==> config.mk <==
export PLATFORM = sky130hd
export DESIGN_NAME = ptac_cell
export DESIGN_NICKNAME = d
export VERILOG_FILES = /design/src/hdl/ptac_pkg.sv /design/src/hdl/ptac_cell.sv
export SDC_FILE = /design/constraint.sdc
export NUM_CORES = 1
export LEC_CHECK = 0
export ABC_CLOCK_PERIOD_IN_PS = 1000
export BUFFER_PORTS_ARGS = -buffer_cell sky130_fd_sc_hd__buf_2
export CAP_MARGIN = 30
export CORE_MARGIN = 1.5
export CORE_UTILIZATION = 41
export DETAILED_ROUTE_END_ITERATION = 8
export GPL_ROUTABILITY_DRIVEN = 0
export GPL_TIMING_DRIVEN = 0
export PLACE_DENSITY_LB_ADDON = 0.05
export SLEW_MARGIN = 10
export SYNTH_ARGS = -nofsm -noshare
export SYNTH_HDL_FRONTEND = slang
export SYNTH_SLANG_ARGS = --single-unit
==> constraint.sdc <==
create_clock -name clk -period 1 [get_ports clk]
set_input_delay 0.2 -clock clk [delete_from_list [all_inputs] [get_ports clk]]
set_output_delay 0.2 -clock clk [all_outputs]
set_load 0.02 [all_outputs]
==> src/hdl/ptac_pkg.sv <==
// ----------------------------------------------------------------------------
// ptac_pkg
// Shared types, constants and helpers for the arc-lane projection core.
// ----------------------------------------------------------------------------
`default_nettype none
package ptac_pkg;

	// CORDIC depth and datapath widths
	localparam int CORDIC_STEPS_DEF = 24;
	localparam int XW = 44;   // vectoring x/y width
	localparam int ZW = 34;   // Q30 angle accumulator width
	localparam int AW = 24;   // working angle width, 2^-16 rad units

	localparam logic signed [AW-1:0] PI_Q     = 24'sd205887;
	localparam logic signed [AW-1:0] TWO_PI_Q = 24'sd411775;
	localparam logic signed [ZW-1:0] HALF_PI_Q30 = 34'sd1686629713;
	localparam logic signed [63:0]   INV_GAIN_Q20 = 64'sd636751;

	// Configuration register indexes
	typedef enum logic [2:0] {
		REG_CENTER_X    = 3'd0,
		REG_CENTER_Y    = 3'd1,
		REG_RADIUS      = 3'd2,
		REG_THETA_START = 3'd3,
		REG_THETA_SPAN  = 3'd4,
		REG_OFFSET_MIN  = 3'd5,
		REG_OFFSET_MAX  = 3'd6,
		REG_ELEVATION_A = 3'd7
	} cfg_reg_t;

	typedef struct packed {
		logic signed [31:0] pos_x;
		logic signed [31:0] pos_y;
		logic signed [31:0] pos_z;
	} pt_t;

	typedef struct packed {
		logic        [30:0] arc_length;
		logic signed [31:0] lateral_offset;
		logic signed [31:0] height;
		logic               center_hit;
	} res_t;

	typedef struct packed {
		logic signed [31:0] center_x;
		logic signed [31:0] center_y;
		logic        [30:0] radius;
		logic signed [19:0] theta_start;
		logic signed [19:0] theta_span;
		logic signed [31:0] offset_min;
		logic signed [31:0] offset_max;
		logic signed [31:0] elevation_a;
	} cfg_t;

	// One beat travelling down the CORDIC cell row
	typedef struct packed {
		logic                 valid;
		logic signed [XW-1:0] x;
		logic signed [XW-1:0] y;
		logic signed [ZW-1:0] z;
		logic signed [31:0]   pz;
		logic                 hit;
	} cell_t;

	// arctan(2^-i) in Q30 rad
	function automatic logic [30:0] atan_q30(input logic [4:0] i);
		logic [30:0] v;
		case (i)
			5'd0:  v = 31'd843314857;
			5'd1:  v = 31'd497837829;
			5'd2:  v = 31'd263043836;
			5'd3:  v = 31'd133525158;
			5'd4:  v = 31'd67021686;
			5'd5:  v = 31'd33543515;
			5'd6:  v = 31'd16775850;
			5'd7:  v = 31'd8388437;
			5'd8:  v = 31'd4194282;
			5'd9:  v = 31'd2097149;
			5'd10: v = 31'd1048575;
			5'd11: v = 31'd524287;
			5'd12: v = 31'd262143;
			5'd13: v = 31'd131071;
			5'd14: v = 31'd65535;
			5'd15: v = 31'd32767;
			5'd16: v = 31'd16383;
			5'd17: v = 31'd8191;
			5'd18: v = 31'd4095;
			5'd19: v = 31'd2047;
			5'd20: v = 31'd1023;
			5'd21: v = 31'd511;
			5'd22: v = 31'd255;
			5'd23: v = 31'd127;
			5'd24: v = 31'd63;
			5'd25: v = 31'd31;
			5'd26: v = 31'd15;
			5'd27: v = 31'd7;
			5'd28: v = 31'd3;
			5'd29: v = 31'd1;
			default: v = 31'd0;
		endcase
		return v;
	endfunction

	// Reduce an angle within two turns of zero into [-pi, pi]
	function automatic logic signed [AW-1:0] wrap_ang(input logic signed [AW-1:0] t);
		logic signed [AW-1:0] r;
		r = t;
		if (r < 0) r = r + TWO_PI_Q;
		if (r < 0) r = r + TWO_PI_Q;
		if (r >= TWO_PI_Q) r = r - TWO_PI_Q;
		if (r >= TWO_PI_Q) r = r - TWO_PI_Q;
		if (r > PI_Q) r = r - TWO_PI_Q;
		return r;
	endfunction

endpackage
`default_nettype wire

==> src/hdl/ptac_cell.sv <==
// ----------------------------------------------------------------------------
// ptac_cell
// One CORDIC vectoring micro-rotation with its pipeline register.
// ----------------------------------------------------------------------------
`default_nettype none
module ptac_cell
	import ptac_pkg::*;
#(
	parameter int STEP = 0
) (
	input  wire logic  clk,
	input  wire logic  arst_n,
	input  wire logic  en,
	input  wire cell_t din,
	output cell_t      dout
);

	localparam logic [4:0] IDX = 5'(STEP);
	localparam logic signed [ZW-1:0] ATAN = $signed({3'b000, atan_q30(IDX)});

	cell_t nxt;
	logic signed [XW-1:0] sx, sy;

	// Rotate toward the x axis
	always_comb begin
		nxt = din;
		sx = din.x >>> STEP;
		sy = din.y >>> STEP;
		if (din.y < 0) begin
			nxt.x = din.x - sy;
			nxt.y = din.y + sx;
			nxt.z = din.z - ATAN;
		end else begin
			nxt.x = din.x + sy;
			nxt.y = din.y - sx;
			nxt.z = din.z + ATAN;
		end
	end

	// Hand the beat to the next cell
	always_ff @(posedge clk or negedge arst_n) begin
		if (!arst_n) begin
			dout <= '0;
		end else if (en) begin
			dout <= nxt;
		end
	end

endmodule
`default_nettype wire

==> impl_metrics.tcl, run 1 <==
set metrics [dict create \
    synth_cell_types 93 \
    status "finished, violations left" \
    power.density_nw_per_um2 1360 \
    yosysMostFrequentCell "a21oi_1" \
    synth-main-ff-cell "dfrtp_1" \
    io_buffers 313 \
    antenna_cells 0 \
    hold_buffers 35 \
    ios 315 \
    rsz0062_at_grt "true" \
    synthAdderAreaFrac 0.149 \
    largest_reg_flops 155 \
    cts.reportedPaths.clkPinSlew_ps 80 \
    ys.warnings.count 0 \
    relSlewSlack 0.236 \
    slowest_delay_ps 430 \
    regMostFlops "dout" \
    drive_gt1_frac 0.447 \
    area_growth_pct 62.9 \
    synth_area_um2 15500 \
    cap_violations 0 \
    synth_xor_xnor_area_share 0.0607 \
    syn-instance-count 1905 \
    yosysTopAreaCell "dfrtp_1" \
    dieArea_um2 38900 \
    min_period_ps 2840 \
    synth_area_leaders "dfrtp_1 (25%), ha_1 (14%), a21oi_1 (8.5%)" \
    leakage_nw 11.3 \
    startpoint_type "input pin" \
    grt_max_degree 105 \
    grt_pass1_wl_um 100000 \
    synth_fp_nets 2245 \
    grt-ovfl-total 0 \
    worstMarginPinSlew_ps 1150 \
    die_y_um 197 \
    grt_pass1_vias 17500 \
    cts_max_level 4 \
    ant_nets 0 \
    worstHoldPathType "input pin to async pin" \
    synth_top_family_by_area "compound AO/OA/AOI/OAI gates" \
    design_area_um2 25200 \
    total_power_mw 34.2 \
    drtIter0Drc 1691 \
    ir_drop_mv 1.46 \
    violations "negative hold slack, negative setup slack" \
    layout_setup_ws_ps -1840 \
    rows 70 \
    root_buffer "clkbuf_16" \
    synth_compound_area_frac 0.263 \
    fmax_mhz 352 \
    cts_tree "done" \
    clk_latency_ps 460 \
    synth_edf_count 0 \
    routed_wl_um 68400 \
    ys_seq_area_frac 0.251 \
    clk_path_buf_depth 2 \
    num_vias 17900 \
    cp.required_ps 1330 \
    slew_viol_final 0 \
    end_kind "register" \
    start_util 0.419 \
    dp_hpwl_um 47400 \
    top_regs "dout: 155 flops" \
    critical_path_class "input pin to register" \
    nets 2844 \
    cp_cell_sequence "buf_8 -> inv_4 -> ha_4 -> or3_4 -> or4_4 -> a21oi_4 -> buf_4 -> o21ai_4 -> a41oi_2 -> o21ai_2 -> o41a_1 -> o221a_1 -> xnor2_1 -> a21oi_1" \
    crit_slowest_cell "or4_4" \
    cp_max_fo 4 \
    netlist_top_cells_count "a21oi_1 (262), ha_1 (177), nor2_1 (177)" \
    ys_seq_elements 155 \
    finalCritPeriodShare 2.84 \
    placed_area_um2 19100 \
    core_um2 36900 \
    wl_per_cell_um 22.6 \
    timing.hold.ws_ps -378 \
    synth_top_area_share 0.251 \
    grt_util_all_layers 0.335 \
    hold_viol_final 51 \
    detail_route.vias_per_cell 5.94 \
    drc 0 \
    clkSinkCount 155 \
    muxShareOfSynthArea 0.0712 \
    arrival_ps 3170 \
    die_width_um 197 \
    setup_violations 273 \
    syn_avg_cell_area_um2 8.11 \
    cts_buffers 17 \
    synth-async-reset-ratio 1.00 \
    synth_simple_gate_area_frac 0.144 \
    fin_worst_skew_ps 0 \
    drtPass1Iterations 7 \
    grt_antenna_before_repair 1 \
]
-- placed cells by master (no fill, tap or decap), types with 48 or more instances in the layout --
master	Yosys	final
buf_6	1	226
a21oi_1	262	178
buf_4	1	176
nor2_1	177	152
dfrtp_1	155	152
buf_2	9	142
ha_1	177	139
inv_1	142	119
nand2_1	101	82
xnor2_1	93	70
a21oi_2	1	62
a21o_1	49	49
mux2_4	0	48
-- power by group --
group | internal [mW] | total, mW | switching (mW)
registers | 7.52 | 8.54 | 1.02
clock network | 3.37 | 6.85 | 3.48
logic | 9.01 | 18.9 | 9.85
total | 19.9 | 34.2 | 14.3
-- critical path: cells and delay by family --
kind	cells	cell delay, ps
AOI/OAI and AO/OA	7	1450
and+or+nand+nor	2	830
buffers and inverters	3	310
adders and majority gates	1	190
xor gates and xnor gates	1	180
-- logic make-up after synthesis --
logic type,after synthesis
compound gates,643
simple gates,471
buf+inv,249
fa+ha+maj,181
flops,155
xor+xnor,107
mux,99
-- per-stage QoR --
| step | setup WS, ps | TNS [ps] | util | instances |
|---|---|---|---|---|
| global route | -1860 | -192610 | 0.683 | 3021 |
| global placement | -2810 | -662130 | 0.517 | 2722 |
| CTS | -1890 | -178620 | 0.647 | 2970 |
| finish | -1840 | -184580 | 0.683 | 3021 |
| detailed placement | -2810 | -244340 | 0.518 | 2724 |
| floorplan | -1860 | -142900 | - | 1905 |
-- routing by layer --
metal,vias to the layer above,routed length (um),global-route usage
met2,1099,31300,0.557
li1,8017,-,-
met3,303,6050,0.0639
met1,8530,27200,0.417
met4,0,3850,0.160
met5,-,0,0
-- final timing paths --
kind,from,end,slack [ps],depth (start not counted)
setup / recovery,din[75],dout[104],-1840,14
hold / removal,arst_n,dout[55],-380,1
setup reg to reg,dout[110],dout[110],-130,3
hold reg to reg,dout[17],dout[17],530,1
max in group asynchronous,arst_n,dout[140],480,2
min in group clk,din[154],dout[154],90,3
-- final cells by class --
cell class | count | area, um^2
multi-input combinational | 1501 | 13400
fill | 2915 | 11700
timing repair buffer | 588 | 5210
sequential | 155 | 3880
buffer | 93 | 827
inverter | 148 | 634
tap | 504 | 631
clock buffer | 17 | 425
clock inverter | 15 | 173
-- timing repair --
action	4_1_cts	5_1_grt
pin swaps	185	160
endpoints found under the hold margin	86	51
setup endpoints to repair	275	273
gates cloned	2	0
setup buffers	182	58
resized for setup	641	208
Power figures use the tool's default switching activity.
==> inputs of run 2 (changes only) <==
CORE_UTILIZATION = 30   (was 41)
==> run 2 against run 1 <==
Net effect: the flow still finishes with violations (negative hold slack, negative setup slack); combinational power grew 5%; final area grew 4.9%; sequential share of layout area fell by 0.69 points; wire length increased by 6.1%; total power is 3.7% higher; non-clock buffer count grew 63; clock-buffer cell count up 2; maximum frequency up 0.52%; critical path depth shrank 1; cell count up 7.6%; largest power group unchanged; sequential power rose by 0.5%.
==> impl_metrics.tcl, run 2 (synthesized netlist as in run 1, its figures left out) <==
set metrics [dict create \
    drc 0 \
    antenna_cells 0 \
    clk_path_buf_depth 2 \
    wl_per_cell_um 22.3 \
    p_int_mw 21.1 \
    rows 82 \
    r2r_end "dout[152]" \
    rrSetupSlack_ps -90 \
    use_met1 0.347 \
    grt_max_degree 89 \
    ant_nets 0 \
    violations "negative hold slack, negative setup slack" \
    cp.required_ps 1350 \
    end_kind "register" \
    area_growth_pct 71.0 \
    power_switching_mw 14.4 \
    core_um2 50500 \
    die_width_um 230 \
    status "finished, violations left" \
    dp_hpwl_um 53100 \
    slew_viol_final 0 \
    fmax_mhz 354 \
    drive_gt1_frac 0.481 \
    pwr-share-clk 0.200 \
    cts_buffers 17 \
    busiest_layer "met2" \
    top_regs "dout: 155 flops" \
    grt_pass1_wl_um 107000 \
    hold_buffers 36 \
    routed_wl_um 72500 \
    grtUsageMet2 0.432 \
    relSlewSlack 0.348 \
    dieArea_um2 52900 \
    mostFrequentLayoutCells "buf_4 (236), buf_6 (235), a21oi_1 (171), nor2_1 (152), dfrtp_1 (145)" \
    regMostFlops "dout" \
    largest_reg_flops 155 \
    critical_path_class "input pin to register" \
    clk_latency_ps 490 \
    min_period_ps 2820 \
    placedCellCount 2893 \
    detail_route.vias_per_cell 5.38 \
    timing.hold.ws_ps -295 \
    hold_viol_final 87 \
    placed_area_um2 19300 \
    cts_max_level 4 \
    grt_use_met3 0.0471 \
    rsz0062_at_grt "true" \
    fin_setup_tns_ps -177350 \
    nFillCells 4685 \
    worstHoldPathType "input pin to async pin" \
    cp_max_fo 5 \
    nets 2907 \
    design_area_um2 26400 \
    layout_setup_ws_ps -1820 \
    grt_pass1_vias 17600 \
    swShare 0.405 \
    num_vias 17500 \
    drtIter0Drc 1389 \
    ff2ff_path_depth 5 \
    cap_violations 0 \
    instances_no_fill 3252 \
    drtPass1Iterations 8 \
    layout_commonest_cell "buf_4" \
    grt_antenna_before_repair 0 \
    io_buffers 313 \
    clkSinkCount 155 \
    worstMarginPinSlew_ps 978 \
    die_y_um 230 \
    finalCritPeriodShare 2.82 \
    ios 315 \
    ir_drop_mv 1.39 \
    comb_power_share 0.558 \
    power.density_nw_per_um2 1340 \
    start_util 0.306 \
    rr_startpoint "dout[152]" \
    fin_worst_skew_ps 0 \
    pwr-share-seq 0.242 \
    setup_violations 279 \
    root_buffer "clkbuf_16" \
    arrival_ps 3170 \
    cts_tree "done" \
    grt_util_all_layers 0.266 \
    leakage_nw 11.8 \
    grt-ovfl-total 0 \
    startpoint_type "input pin" \
    cts.reportedPaths.clkPinSlew_ps 80 \
]
run 2: cell types whose count changed in the layout (fill, tap and decap cells not counted), sizes merged:
cell,change
clkinv,-4
clkdlybuf4s18,+1
clkbuf,-6
bufinv,+2
buf,+71
dlygate4sd3,+1
clkdlybuf4s15,-2
run 2: metrics by stage:
step / hold WS (ps) / utilization / power [mW] / setup slack [ps]
2_1_floorplan: -95.6 / - / 16.9 / -1860
3_3_place_gp: 433 / 0.381 / 21.6 / -2980
3_5_place_dp: 283 / 0.383 / 21.6 / -2910
4_1_cts: -276 / 0.492 / 33.9 / -1870
5_1_grt: -241 / 0.523 / 37.1 / -1860
6_report: -295 / 0.523 / 35.5 / -1820
run 2: power groups by stage:
stage | logic [mW] | clock network [mW] | registers, mW
floorplan | 7.07 | 0 | 9.81
CTS | 18.0 | 7.34 | 8.57
global placement | 13.2 | 0 | 8.35
global route | 20.9 | 7.51 | 8.70
detailed placement | 13.2 | 0 | 8.39
finish | 19.8 | 7.10 | 8.58
run 2: worst max-delay path, stage by stage:
cell	delay, ps
buf_8	100
ha_4	230
or3_4	400
or4_4	500
a21oi_4	220
buf_12	150
nor4b_4	50
nor3_4	300
a41o_4	340
a211oi_4	110
nor3_4	260
mux2i_1	220
a31oi_1	90
run 2: how the worst max path moves through the flow:
stage	from	to	slack [ps]	cells past startpoint
after floorplan	din[77]	dout[104]	-1860	13
after global placement	arst_n	dout[32]	-2980	1
after detailed placement	din[110]	dout[63]	-2910	15
after CTS	din[119]	dout[108]	-1870	13
after global routing	din[119]	dout[108]	-1860	13
final	din[119]	dout[108]	-1820	13
run 2: timing repair:
item / in CTS / in global routing
hold endpoints to repair: 123 / 87
buffers inserted: 212 / 105
endpoints found under the setup margin: 275 / 273
cloned: 3 / 2
pin swaps: 215 / 165
resized for setup: 776 / 209
run 2: per-layer routing:
| layer | share of wire | wire, um | vias up |
|---|---|---|---|
| met1 | 0.44 | 31800 | 8530 |
| met5 | 0 | 0 | - |
| met4 | 0.037 | 2720 | 0 |
| met3 | 0.060 | 4350 | 142 |
| li1 | - | - | 8114 |
| met2 | 0.46 | 33600 | 699 |
run 2: final cells by class:
cell class	count	area [um^2]	area share
plain buffers	90	873	0.0331
clock buffers	19	453	0.0171
clock inverters	13	153	0.00578
inverters	148	642	0.0243
multi-input cells	1501	13800	0.521
flip-flops and latches	155	3890	0.147
well taps	672	841	0.0318
repair buffers	654	5800	0.220
